==> config.mk <==
export PLATFORM = sky130hd
export DESIGN_NAME = hms_countdown_alarm_timer
export DESIGN_NICKNAME = d
export VERILOG_FILES = /design/src/rtl/hmsct_pkg.sv /design/src/rtl/hms_countdown_alarm_timer.sv
export SDC_FILE = /design/constraint.sdc
export NUM_CORES = 1
export LEC_CHECK = 0
export BUFFER_PORTS_ARGS = -buffer_cell sky130_fd_sc_hd__buf_2
export CAP_MARGIN = 25
export CORE_MARGIN = 2
export CORE_UTILIZATION = 45
export CTS_CLUSTER_SIZE = 24
export DETAILED_ROUTE_END_ITERATION = 16
export PLACE_DENSITY = 0.73
export REMOVE_ABC_BUFFERS = 1
export SLEW_MARGIN = 30
export SYNTH_ARGS = -nofsm -noshare
export SYNTH_HDL_FRONTEND = slang
export SYNTH_SLANG_ARGS = --single-unit
==> constraint.sdc <==
create_clock -name clock -period 3.89 [get_ports clock]
set_input_delay 0.778 -clock clock [delete_from_list [all_inputs] [get_ports clock]]
set_output_delay 0.778 -clock clock [all_outputs]
set_load 0.005 [all_outputs]
==> src/rtl/hmsct_pkg.sv <==
// shared types and constants for the countdown alarm timer
`timescale 1ns / 1ps
`default_nettype none

package hmsct_pkg;

   localparam int unsigned CountWidth = 8;

   typedef logic [CountWidth-1:0] count_type;

   typedef enum logic {
      KIND_TICK = 1'b0,
      KIND_LOAD = 1'b1
   } kind_type;

   localparam count_type SEC_RELOAD    = count_type'(59);
   localparam count_type PERIOD_RESET  = count_type'(5);

   // one captured input transfer
   typedef struct packed {
      kind_type  kind;
      count_type load_minutes;
      count_type load_seconds;
      logic      running;
   } request_type;

   // one result transfer
   typedef struct packed {
      count_type hours_left;
      count_type minutes_left;
      count_type seconds_left;
      logic      done_res;
      logic      active;
      logic      buzzer_on;
      count_type beeps;
      logic      sample_request;
      logic      control_request;
   } result_type;

endpackage

`default_nettype wire

==> src/rtl/hms_countdown_alarm_timer.sv <==
// countdown timer with end-of-count alarm and sample request pacing
// path: an accepted transfer passes the input register, then the result register, to the result port
// throughput: one item per cycle while the receiver does not stall; an input register and a result register
//   each take a new item whenever the stage after them moves on
// reset: synchronous, active high; counters, flags, divider and both valids clear,
//   sample period returns to 5
`timescale 1ns / 1ps
`default_nettype none

module hms_countdown_alarm_timer (
   input  wire logic                clock,
   input  wire logic                reset,
   input  wire logic                csr_write,
   input  wire hmsct_pkg::count_type csr_wdata,
   input  wire logic                req_valid,
   output logic                     req_stall,
   input  wire hmsct_pkg::kind_type req_kind,
   input  wire hmsct_pkg::count_type req_load_minutes,
   input  wire hmsct_pkg::count_type req_load_seconds,
   input  wire logic                req_running,
   output logic                     rsp_valid,
   input  wire logic                rsp_stall,
   output hmsct_pkg::count_type     rsp_hours_left,
   output hmsct_pkg::count_type     rsp_minutes_left,
   output hmsct_pkg::count_type     rsp_seconds_left,
   output logic                     rsp_done_res,
   output logic                     rsp_active,
   output logic                     rsp_buzzer_on,
   output hmsct_pkg::count_type     rsp_beeps,
   output logic                     rsp_sample_request,
   output logic                     rsp_control_request
);
   import hmsct_pkg::*;

   count_type   period_ff;
   logic        req_valid_ff;
   request_type req_ff;
   logic        rsp_valid_ff;
   result_type  rsp_ff;

   count_type   hours_ff, hours_in;
   count_type   minutes_ff, minutes_in;
   count_type   seconds_ff, seconds_in;
   logic        done_ff, done_in;
   logic        active_ff, active_in;
   logic        buzzer_ff, buzzer_in;
   count_type   beeps_ff, beeps_in;
   count_type   divider_ff, divider_in;
   count_type   divider_inc;
   logic        sample_req, control_req;
   logic        at_zero;

   logic        rsp_load;
   logic        stage_move;
   logic        req_take;

   assign rsp_load   = !rsp_valid_ff || !rsp_stall;
   assign stage_move = req_valid_ff && rsp_load;
   assign req_stall  = req_valid_ff && !rsp_load;
   assign req_take   = req_valid && !req_stall;

   assign at_zero     = (hours_ff == '0) && (minutes_ff == '0) && (seconds_ff == '0);
   assign divider_inc = divider_ff + count_type'(1);

   always_comb begin
      hours_in    = hours_ff;
      minutes_in  = minutes_ff;
      seconds_in  = seconds_ff;
      done_in     = done_ff;
      active_in   = active_ff;
      buzzer_in   = buzzer_ff;
      beeps_in    = beeps_ff;
      divider_in  = divider_ff;
      sample_req  = 1'b0;
      control_req = 1'b0;
      if (req_ff.kind == KIND_LOAD) begin
         hours_in   = '0;
         minutes_in = req_ff.load_minutes;
         seconds_in = req_ff.load_seconds;
         done_in    = 1'b0;
         active_in  = 1'b1;
         beeps_in   = '0;
      end else if (done_ff) begin
         beeps_in  = beeps_ff + count_type'(1);
         buzzer_in = !buzzer_ff;
      end else if (active_ff && at_zero) begin
         done_in   = 1'b1;
         active_in = 1'b0;
      end else begin
         // borrow chain, holds at 00:00:00
         if (seconds_ff != '0) begin
            seconds_in = seconds_ff - count_type'(1);
         end else if (minutes_ff != '0) begin
            seconds_in = SEC_RELOAD;
            minutes_in = minutes_ff - count_type'(1);
         end else if (hours_ff != '0) begin
            seconds_in = SEC_RELOAD;
            minutes_in = SEC_RELOAD;
            hours_in   = hours_ff - count_type'(1);
         end
         divider_in = divider_inc;
         if (req_ff.running && (divider_inc >= period_ff)) begin
            divider_in = '0;
            sample_req = 1'b1;
         end
         control_req = 1'b1;
      end
   end

   always_ff @(posedge clock) begin
      if (reset) begin
         period_ff    <= PERIOD_RESET;
         req_valid_ff <= 1'b0;
         rsp_valid_ff <= 1'b0;
         hours_ff     <= '0;
         minutes_ff   <= '0;
         seconds_ff   <= '0;
         done_ff      <= 1'b0;
         active_ff    <= 1'b0;
         buzzer_ff    <= 1'b0;
         beeps_ff     <= '0;
         divider_ff   <= '0;
      end else begin
         if (csr_write) begin
            period_ff <= csr_wdata;
         end
         if (req_take) begin
            req_valid_ff <= 1'b1;
         end else if (stage_move) begin
            req_valid_ff <= 1'b0;
         end
         if (rsp_load) begin
            rsp_valid_ff <= req_valid_ff;
         end
         if (stage_move) begin
            hours_ff   <= hours_in;
            minutes_ff <= minutes_in;
            seconds_ff <= seconds_in;
            done_ff    <= done_in;
            active_ff  <= active_in;
            buzzer_ff  <= buzzer_in;
            beeps_ff   <= beeps_in;
            divider_ff <= divider_in;
         end
      end
   end

   // payload registers
   always_ff @(posedge clock) begin
      if (req_take) begin
         req_ff.kind         <= req_kind;
         req_ff.load_minutes <= req_load_minutes;
         req_ff.load_seconds <= req_load_seconds;
         req_ff.running      <= req_running;
      end
      if (stage_move) begin
         rsp_ff.hours_left      <= hours_in;
         rsp_ff.minutes_left    <= minutes_in;
         rsp_ff.seconds_left    <= seconds_in;
         rsp_ff.done_res        <= done_in;
         rsp_ff.active          <= active_in;
         rsp_ff.buzzer_on       <= buzzer_in;
         rsp_ff.beeps           <= beeps_in;
         rsp_ff.sample_request  <= sample_req;
         rsp_ff.control_request <= control_req;
      end
   end

   assign rsp_valid           = rsp_valid_ff;
   assign rsp_hours_left      = rsp_ff.hours_left;
   assign rsp_minutes_left    = rsp_ff.minutes_left;
   assign rsp_seconds_left    = rsp_ff.seconds_left;
   assign rsp_done_res        = rsp_ff.done_res;
   assign rsp_active          = rsp_ff.active;
   assign rsp_buzzer_on       = rsp_ff.buzzer_on;
   assign rsp_beeps           = rsp_ff.beeps;
   assign rsp_sample_request  = rsp_ff.sample_request;
   assign rsp_control_request = rsp_ff.control_request;

endmodule

`default_nettype wire

==> results of run 1 <==
[power breakdown]
group          switching, mW  total, mW  internal, mW
Combinational          0.306      0.478         0.172
Clock                  0.419      0.943         0.524
Sequential            0.0398       1.30          1.26
[cell families after synthesis]
logic type / count (synthesis) / share of synthesized area (%)
AND/OR/NAND/NOR: 196 / 18.9
adder cells (fa/ha/maj): 15 / 3.49
AO/OA/AOI/OAI: 146 / 18.4
buffers and inverters: 57 / 4.17
flip-flops: 108 / 50.5
multiplexers: 14 / 2.68
XOR/XNOR: 12 / 1.96
[critical path, delay by kind of cell, from the launching register on]
family / cells / cell delay (ns)
simple gates: 3 / 0.38
xor+xnor: 1 / 0.21
compound gates: 4 / 1.14
flops: 1 / 0.43
fa+ha+maj: 2 / 0.57
[per-layer routing]
layer	part of all wire (%)	wire, um	vias up
li1	-	-	2162
met1	43	5460	2203
met2	48	6090	193
met3	6.3	800	22
met4	2.1	266	0
met5	0	0	-
[final timing paths]
path,from,to,slack (ns),cells after the start
max,divider_ff[0]$_SDFFE_PP0P_,divider_ff[3]$_SDFFE_PP0P_,1.10,10
min,beeps_ff[7]$_SDFFE_PP0P_,beeps_ff[7]$_SDFFE_PP0P_,0.47,2
max reg2reg,divider_ff[0]$_SDFFE_PP0P_,divider_ff[3]$_SDFFE_PP0P_,1.10,10
min reg2reg,beeps_ff[7]$_SDFFE_PP0P_,beeps_ff[7]$_SDFFE_PP0P_,0.47,2
[state kept, by name, summed over array words and instances, names as in the netlist, 8 cells and up]
name,flops
rsp_beeps,8
minutes_ff,8
rsp_minutes_left,8
req_ff,18
period_ff,8
rsp_seconds_left,8
divider_ff,8
rsp_hours_left,8
beeps_ff,8
hours_ff,8
seconds_ff,8
[cells in the final DEF (no fill, tap or decap), drive strengths merged, types with 4 or more instances in the layout]
master / instances
a21oi: 39
nor4b: 4
and2: 5
o41ai: 6
nand4: 14
o21a: 5
a31oi: 12
nor3: 15
xor2: 7
buf: 75
nand2: 60
or3: 13
nand2b: 5
mux2i: 11
or4: 5
nor2: 35
xnor2: 5
a221oi: 4
o211ai: 7
dfxtp: 53
a22o: 5
a311oi: 4
inv: 30
ha: 15
nand3: 17
nor4: 6
nor2b: 4
o21ai: 35
edfxtp: 55
clkbuf: 10
and3: 5
[metrics by stage]
stage               std cells  hold slack (ns)  total power [mW]
finish                    752            0.470              2.72
global route              752            0.506              2.85
CTS                       752            0.472              2.73
detailed placement        736            0.462              1.79
global placement          736            0.450              1.78
floorplan                 518            0.435              1.63
[layout make-up]
type | instances | share of cell area (%)
Clock buffer | 10 | 3.90
Clock inverter | 6 | 1.12
Inverter | 27 | 1.65
Multi-Input combinational cell | 383 | 39.8
Sequential cell | 108 | 44.3
Tap cell | 143 | 2.92
Timing Repair Buffer | 75 | 6.37
==> metrics.yaml, run 1 <==
sta:
  drv_slew: 0
  min_period_over_period_pct: 71.8
  fin_tns_setup_ns: 0
  worstMarginPinSlew_ns: 0.883
  slew-limit-headroom_pct: 41.1
  finalHoldViolCount: 0
  setup_violations: 0
  period_needed_ns: 2.79
  fmax_mhz: 358
  setup_ws_ns: 1.10
  rsz0062_at_grt: "no"
  fin_skew_ns: 0.0147
logic_synthesis:
  ys_warn_count: 0
  synthesis.area_sq_um: 5380
  synth_edf_count: 55
  ys_seq_area_share_pct: 50.5
  synth.distinct_cells: 64
  synth_flop_cell: "edfxtp_1"
  ys_ff_latch: 108
  synth_area_leader_cell: "edfxtp_1"
  yosysMostFrequentCell: "nand2_1"
  syn_area_per_cell_sq_um: 9.81
  async_flop_share_pct: 0
  synth_area_leaders: "edfxtp_1 31%, dfxtp_1 20%, nand2_1 4.2%"
  synth_common_cells: "60 x nand2_1, 55 x edfxtp_1, 53 x dfxtp_1"
  yosys.area.top_type_share_pct: 30.7
  synthCells: 548
floorplanning:
  rows: 39
  dieArea_sq_um: 12800
  core_sq_um: 11500
  initial_core_util_pct: 46.7
  pin_count: 70
  die_y_um: 113
  dieWidth_um: 113
global_route:
  grt_pass1_vias: 4369
  grtUsageMet3_pct: 4.71
  grt_pass1_wl_um: 20800
  use_met1_pct: 26.5
  globalRouteTotalUtil_pct: 20.1
  grt-busiest-layer: "met2"
  use_met2_pct: 32.2
  antenna_found_initial: 0
  grt_max_degree: 54
  overflow: 0
cts:
  path_clk_slew_ns: 0.07
  cts_made_buffers: 9
  root_buffer: "clkbuf_16"
  clkSinkCount: 108
  cts_tree: "built"
  postCtsSetupBuffers: 0
  cts.htree.levels: 3
  hold_buffers: 0
  cts_resized: 0
  cts_max_path_buffers: 2
  clk_latency_ns: 0.35
route:
  drt_iter0_drc: 360
  ant_nets: 0
  dr.pass1.iters: 5
  drt-wirelength-per-cell_um: 16.8
  vias: 4580
  avgViaCountPerCell: 6.09
  wl_um: 12600
  drc: 0
cells_and_area:
  diodes: 0
  seq_area_sq_um: 2710
  fill_cells: 1059
  fin_area_sq_um: 6130
  drive_above_1_share_pct: 18.2
  multi_input_area_sq_um: 2440
  area_growth_pct: 14.0
  fin_nets: 650
  postLayoutCoreUtil_pct: 53.2
placement:
  dp_hpwl_um: 8500
  dp_slack_ns: 1.12
  placed_cell_area_sq_um: 5820
  gp_congestion: 0.901
  numPortBuffers: 69
critical_path:
  crit_slowest_cell: "a31oi_1"
  start_kind: "flop"
  crit_fanout: 7
  crit_chain: "ha_1 -> nand3_1 -> nor2_1 -> xor2_1 -> ha_1 -> a211oi_1 -> nand3_1 -> a31oi_1 -> o21a_1 -> a22o_1"
  arrival_ns: 3.08
  cp_slowest_stage_delay_ns: 0.45
  required_ns: 4.18
  endpoint_kind: "flop"
  path_class: "reg -> reg"
status:
  status: "finished clean"
job:
  cap_violations: 0
power:
  cellLeakagePower_nw: 2.34
  ir_drop_mv: 0.222
  powerDensity_nw_per_um2: 444
min_path:
  min_path_type: "reg -> reg"
Power figures use the tool's default switching activity.
==> run 2, diff against run 1 <==
- ABC_AREA: unset -> 1
- clock period: 3.89 -> 2.81 ns (I/O delays scaled with it)
==> run 2 against run 1 <==
  * Via count decreased by 4.4%
  * Utilization decreased by 1.5 points
  * Sequential share of layout area about the same
  * Die area increased by 0.79%
  * Final area increased by 0.10%
  * Worst hold slack got worse by 0.088 ns
  * Total power increased by 35%
  * Critical path type unchanged
  * Largest power group unchanged
  * Register-to-register slack got worse by 0.69 ns
  * Wire length decreased by 11%
  * Sequential power increased by 40%
==> metrics.yaml, run 2 <==
logic_synthesis:
  ys_ff_latch: 108
  synth_edf_count: 55
  synthCells: 641
  synthSimpleGateAreaFrac_pct: 22.8
  syn_area_per_cell_sq_um: 8.45
  ys_seq_area_share_pct: 50.1
  synth_compound_area_share_pct: 13.0
  synth_area_leaders: "edfxtp_1 30%, dfxtp_1 20%, nand2_1 9.4%"
  synth_mux_area_share_pct: 0
  yosys.area.top_type_share_pct: 30.5
  synth.distinct_cells: 41
  ys_warn_count: 0
  async_flop_share_pct: 0
  synth_top_family_by_area: "simple AND/OR/NAND/NOR gates"
  synthAdderAreaFrac_pct: 3.46
  synth_area_leader_cell: "edfxtp_1"
  synth_common_cells: "135 x nand2_1, 83 x inv_1, 58 x a21oi_1"
  yosysMostFrequentCell: "nand2_1"
  synth-xor-area-share_pct: 1.45
  synthesis.area_sq_um: 5420
  synth_flop_cell: "edfxtp_1"
floorplanning:
  dieWidth_um: 114
  die_y_um: 114
  pin_count: 70
  rows: 40
  core_sq_um: 11900
  initial_core_util_pct: 45.7
  dieArea_sq_um: 12900
critical_path:
  endpoint_kind: "flop"
  r2r_start: "divider_ff[0]$_SDFFE_PP0P_"
  crit_family: "simple AND/OR/NAND/NOR gates"
  worst-path-buf-inv: 0
  arrival_ns: 2.64
  crit_slowest_cell: "dfxtp_1"
  crit_chain: "nand3_1 -> nand3b_1 -> nand3b_1 -> xnor2_1 -> ha_1 -> nand2_1 -> nor2_1 -> nand4_1 -> o2111ai_1 -> nand2_1 -> a21oi_1 -> nor2_1"
  cp_slowest_stage_delay_ns: 0.40
  crit_fanout: 9
  required_ns: 3.05
  rr_worst_depth: 12
  timing.rr.end: "divider_ff[1]$_SDFFE_PP0P_"
  rrSetupSlack_ns: 0.41
  start_kind: "flop"
  path_class: "reg -> reg"
cts:
  clk_latency_ns: 0.35
  cts_resized: 0
  cts.htree.levels: 3
  cts_made_buffers: 9
  hold_buffers: 0
  postCtsSetupBuffers: 0
  root_buffer: "clkbuf_16"
  cts_max_path_buffers: 2
  cts_tree: "built"
  path_clk_slew_ns: 0.07
  clkSinkCount: 108
sta:
  min_period_over_period_pct: 85.6
  setup_violations: 0
  worstMarginPinSlew_ns: 0.903
  fmax_mhz: 416
  rsz0062_at_grt: "no"
  drv_slew: 0
  fin_skew_ns: 0.0122
  period_needed_ns: 2.40
  finalHoldViolCount: 0
  setup_ws_ns: 0.406
  slew-limit-headroom_pct: 39.8
global_route:
  grt_pass1_vias: 4076
  grt_max_degree: 79
  globalRouteTotalUtil_pct: 18.0
  grt_pass1_wl_um: 18600
  overflow: 0
  antenna_found_initial: 0
min_path:
  hold_depth: 1
  min_to: "req_ff[4]$_DFFE_PP_"
  min_path_type: "in -> reg"
  hold_path_startpoint: "req_load_seconds[3]"
placement:
  gp_congestion: 0.851
  numPortBuffers: 69
  dp_slack_ns: 0.395
  placed_cell_area_sq_um: 5860
  dp_hpwl_um: 7630
route:
  ant_nets: 0
  dr_wl_met2_um: 5460
  drt_iter0_drc: 252
  top_layer: "met4"
  wl_met1_um: 5020
  wl_um: 11200
  dr.pass1.iters: 5
  vias: 4378
  drc: 0
  route.met3.wl_um: 564
  drt-wirelength-per-cell_um: 13.1
  avgViaCountPerCell: 5.12
power:
  powerDensity_nw_per_um2: 600
  cellLeakagePower_nw: 2.82
  ir_drop_mv: 0.284
  total_power_mw: 3.68
status:
  status: "finished clean"
cells_and_area:
  mostFrequentLayoutCells: "135 x nand2_1, 83 x inv_1, 69 x buf_2"
  fin_area_sq_um: 6140
  fin_nets: 749
  largest_reg_flops: 18
  diodes: 0
  top_register: "req_ff"
  drive_above_1_share_pct: 17.9
  area_growth_pct: 13.2
  layout_commonest_cell: "nand2_1"
job:
  cap_violations: 0
==> run 2: cell types whose count changed after synthesis, moves of 8 or more <==
| cell | before | now |
|---|---|---|
| nand3_1 | 17 | 36 |
| clkbuf_1 | 21 | 13 |
| nand2_1 | 60 | 135 |
| o21ai_1 | 3 | 18 |
| a21oi_1 | 39 | 58 |
| nor3_1 | 14 | 6 |
| a31oi_1 | 12 | 1 |
| mux2i_1 | 11 | 0 |
| inv_1 | 27 | 83 |
| or3_1 | 13 | 0 |
| nor2_1 | 35 | 49 |
==> run 2: power by group <==
part           internal, mW  total [mW]  switching, mW  leakage, nW
clock                 0.629        1.19          0.565        0.140
sequential             1.77        1.82         0.0551        0.968
combinational         0.227       0.665          0.437         1.71
total                  2.62        3.68           1.06         2.82
==> run 2: worst register-to-register path: cells and delay by family, from the launching register on <==
family                     cells  cell delay [ns]
and+or+nand+nor                8             1.14
adders and majority gates      1             0.31
AOI/OAI and AO/OA              2             0.30
xor gates and xnor gates       1             0.16
DFF                            1             0.40
==> run 2: worst max-delay path by stage <==
stage | startpoint | end | slack (ns) | cells past startpoint
floorplan | rsp_stall | active_ff$_SDFFE_PP0P_ | -1.21 | 6
global placement | divider_ff[0]$_SDFFE_PP0P_ | divider_ff[7]$_SDFFE_PP0P_ | 0.53 | 12
detailed placement | divider_ff[0]$_SDFFE_PP0P_ | divider_ff[6]$_SDFFE_PP0P_ | 0.39 | 12
CTS | divider_ff[0]$_SDFFE_PP0P_ | divider_ff[1]$_SDFFE_PP0P_ | 0.39 | 12
global route | divider_ff[0]$_SDFFE_PP0P_ | divider_ff[2]$_SDFFE_PP0P_ | 0.11 | 12
finish | divider_ff[0]$_SDFFE_PP0P_ | divider_ff[1]$_SDFFE_PP0P_ | 0.41 | 12
==> run 2: area by class of cell <==
class                           instances  area [sq um]
Clock inverter                          5          36.3
Clock buffer                           11           243
Multi-Input combinational cell        417          2210
Timing Repair Buffer                   75           403
Inverter                               92           348
Sequential cell                       108          2710
Tap cell                              147           184
Fill cell                            1089          5730
==> run 2: cells by family after synthesis <==
group,Yosys count
AO/OA/AOI/OAI,131
XOR/XNOR,9
adder cells (fa/ha/maj),15
buffers and inverters,116
flip-flops,108
AND/OR/NAND/NOR,262
==> run 2: through the flow <==
step	TNS, ns	utilization [%]	hold WS, ns	std cells
2_1_floorplan	-35.56	-	0.435	617
3_3_place_gp	0	49.4	0.453	839
3_5_place_dp	0	49.4	0.465	839
4_1_cts	0	51.7	0.371	855
5_1_grt	0	51.7	0.376	855
6_report	0	51.7	0.382	855
==> run 2: per-layer routing <==
layer,GRT usage [%],vias up
met3,2.98,12
met2,30.7,113
li1,-,2236
met5,0,-
met1,22.7,2017
met4,7.64,0
==> run 3, diff against run 2 <==
- clock period: 2.81 -> 2.9 ns (I/O delays scaled with it)
==> run 3 against run 2 <==
  * Count of clock-buffer cells in the layout rose by 2
  * Largest power group unchanged
  * Combinational power fell by 3.0%
  * First-iteration DRC count fell by 2.8%
  * Worst setup slack improved by 0.047 ns
  * Largest cell class unchanged
  * Total power fell by 1.8%
  * Final area rose by 0.31%
  * Cell count rose by 0.12%
  * Utilization rose by 0.16 points
  * Critical endpoint is now divider_ff[6]$_SDFFE_PP0P_
  * Register-to-register slack improved by 0.05 ns
==> metrics.yaml, run 3 (synthesis gave the netlist of run 2 again) <==
cells_and_area:
  fill_cells: 1087
  fin_area_sq_um: 6150
  fin_nets: 750
  layout_commonest_cell: "nand2_1"
  area_growth_pct: 13.6
  instances_no_fill: 856
  mostFrequentLayoutCells: "135 x nand2_1, 83 x inv_1, 69 x buf_2"
  top_register: "req_ff"
  diodes: 0
  drive_above_1_share_pct: 17.9
  largest_reg_flops: 18
route:
  dr.pass1.iters: 4
  ant_nets: 0
  wl_um: 11500
  drc: 0
  drt_iter0_drc: 245
  avgViaCountPerCell: 5.13
  drt-wirelength-per-cell_um: 13.4
  vias: 4390
global_route:
  grt_pass1_wl_um: 19100
  antenna_found_initial: 0
  globalRouteTotalUtil_pct: 18.7
  overflow: 0
  grt_pass1_vias: 4093
  grt_max_degree: 79
floorplanning:
  dieArea_sq_um: 12900
  initial_core_util_pct: 45.7
  rows: 40
  pin_count: 70
  dieWidth_um: 114
  core_sq_um: 11900
  die_y_um: 114
sta:
  fin_skew_ns: 0.00849
  finalHoldViolCount: 0
  setup_violations: 0
  drv_slew: 0
  fmax_mhz: 409
  slew-limit-headroom_pct: 41.3
  rsz0062_at_grt: "no"
  setup_ws_ns: 0.453
  period_needed_ns: 2.45
  min_period_over_period_pct: 84.4
  worstMarginPinSlew_ns: 0.879
  holdWs_ns: 0.390
power:
  p_int_mw: 2.59
  powerDensity_nw_per_um2: 588
  switching_share_pct: 28.3
  combPwrFrac_pct: 17.8
  cellLeakagePower_nw: 2.83
  seqPwrFrac_pct: 48.9
  ir_drop_mv: 0.370
  power.switching_mw: 1.02
  p_clk_share_pct: 33.3
placement:
  placed_cells_incl_taps: 840
  numPortBuffers: 69
  placed_cell_area_sq_um: 5860
  dp_hpwl_um: 7820
  gp_congestion: 0.838
  dp_slack_ns: 0.483
critical_path:
  crit_fanout: 9
  required_ns: 3.15
  cp_slowest_stage_delay_ns: 0.40
  arrival_ns: 2.70
  endpoint_kind: "flop"
  crit_family: "simple AND/OR/NAND/NOR gates"
  path_class: "reg -> reg"
  crit_chain: "nand3_1 -> nand3b_1 -> nand3b_1 -> xnor2_1 -> ha_1 -> nand2_1 -> nor2_1 -> nand4_1 -> o2111ai_1 -> nand2_1 -> a21oi_1 -> nor2_1"
  crit_slowest_cell: "dfxtp_1"
  worst-path-buf-inv: 0
  start_kind: "flop"
cts:
  cts.htree.levels: 3
  root_buffer: "clkbuf_16"
  clk_latency_ns: 0.36
  postCtsSetupBuffers: 0
  hold_buffers: 0
  cts_made_buffers: 9
  path_clk_slew_ns: 0.07
  cts_max_path_buffers: 2
  clkSinkCount: 108
  cts_resized: 0
  cts_tree: "built"
status:
  status: "finished clean"
job:
  cap_violations: 0
min_path:
  min_path_type: "in -> reg"
==> run 3: cell types whose count changed in the layout (fill, tap and decap cells not counted), sizes merged <==
cell,previous run,this run
clkinv,5,3
clkbuf,11,13
buf,75,76
==> run 3: final timing paths <==
| kind | start | endpoint | slack, ns | depth (start not counted) |
|---|---|---|---|---|
| setup / recovery | divider_ff[0]$_SDFFE_PP0P_ | divider_ff[6]$_SDFFE_PP0P_ | 0.45 | 12 |
| hold / removal | req_load_seconds[4] | req_ff[5]$_DFFE_PP_ | 0.39 | 1 |
| setup reg to reg | divider_ff[0]$_SDFFE_PP0P_ | divider_ff[6]$_SDFFE_PP0P_ | 0.45 | 12 |
| hold reg to reg | beeps_ff[6]$_SDFFE_PP0P_ | beeps_ff[6]$_SDFFE_PP0P_ | 0.47 | 2 |
==> run 3: per-layer routing <==
metal  routed length [um]  track usage [%]  vias to the layer above
met1                 5300             23.8                     2030
met4                  170             6.91                        0
li1                     -                -                     2246
met2                 5540             31.3                      103
met3                  495             4.36                       11
met5                    0                0                        -
==> run 3: layout make-up <==
cell class / count / area [sq um] / area share (%)
repair buffers: 76 / 410 / 6.67
well taps: 147 / 184 / 2.99
flip-flops and latches: 108 / 2710 / 44.1
clock inverters: 3 / 18.8 / 0.305
multi-input cells: 417 / 2210 / 35.9
clock buffers: 13 / 272 / 4.41
inverters: 92 / 348 / 5.65
==> run 3: per-stage QoR <==
step | utilization, % | setup TNS (ns) | total power [mW]
after floorplan | - | -29.80 | 2.25
after global placement | 49.4 | 0 | 2.42
after detailed placement | 49.4 | 0 | 2.44
after CTS | 51.9 | 0 | 3.65
after global routing | 51.9 | 0 | 3.81
final | 51.9 | 0 | 3.62
==> run 3: power groups by stage <==
stage / registers [mW] / clock network, mW / logic, mW
final: 1.77 / 1.20 / 0.645
after global routing: 1.78 / 1.29 / 0.741
after CTS: 1.77 / 1.23 / 0.647
after detailed placement: 1.80 / 0 / 0.644
after global placement: 1.80 / 0 / 0.625
after floorplan: 1.80 / 0 / 0.450
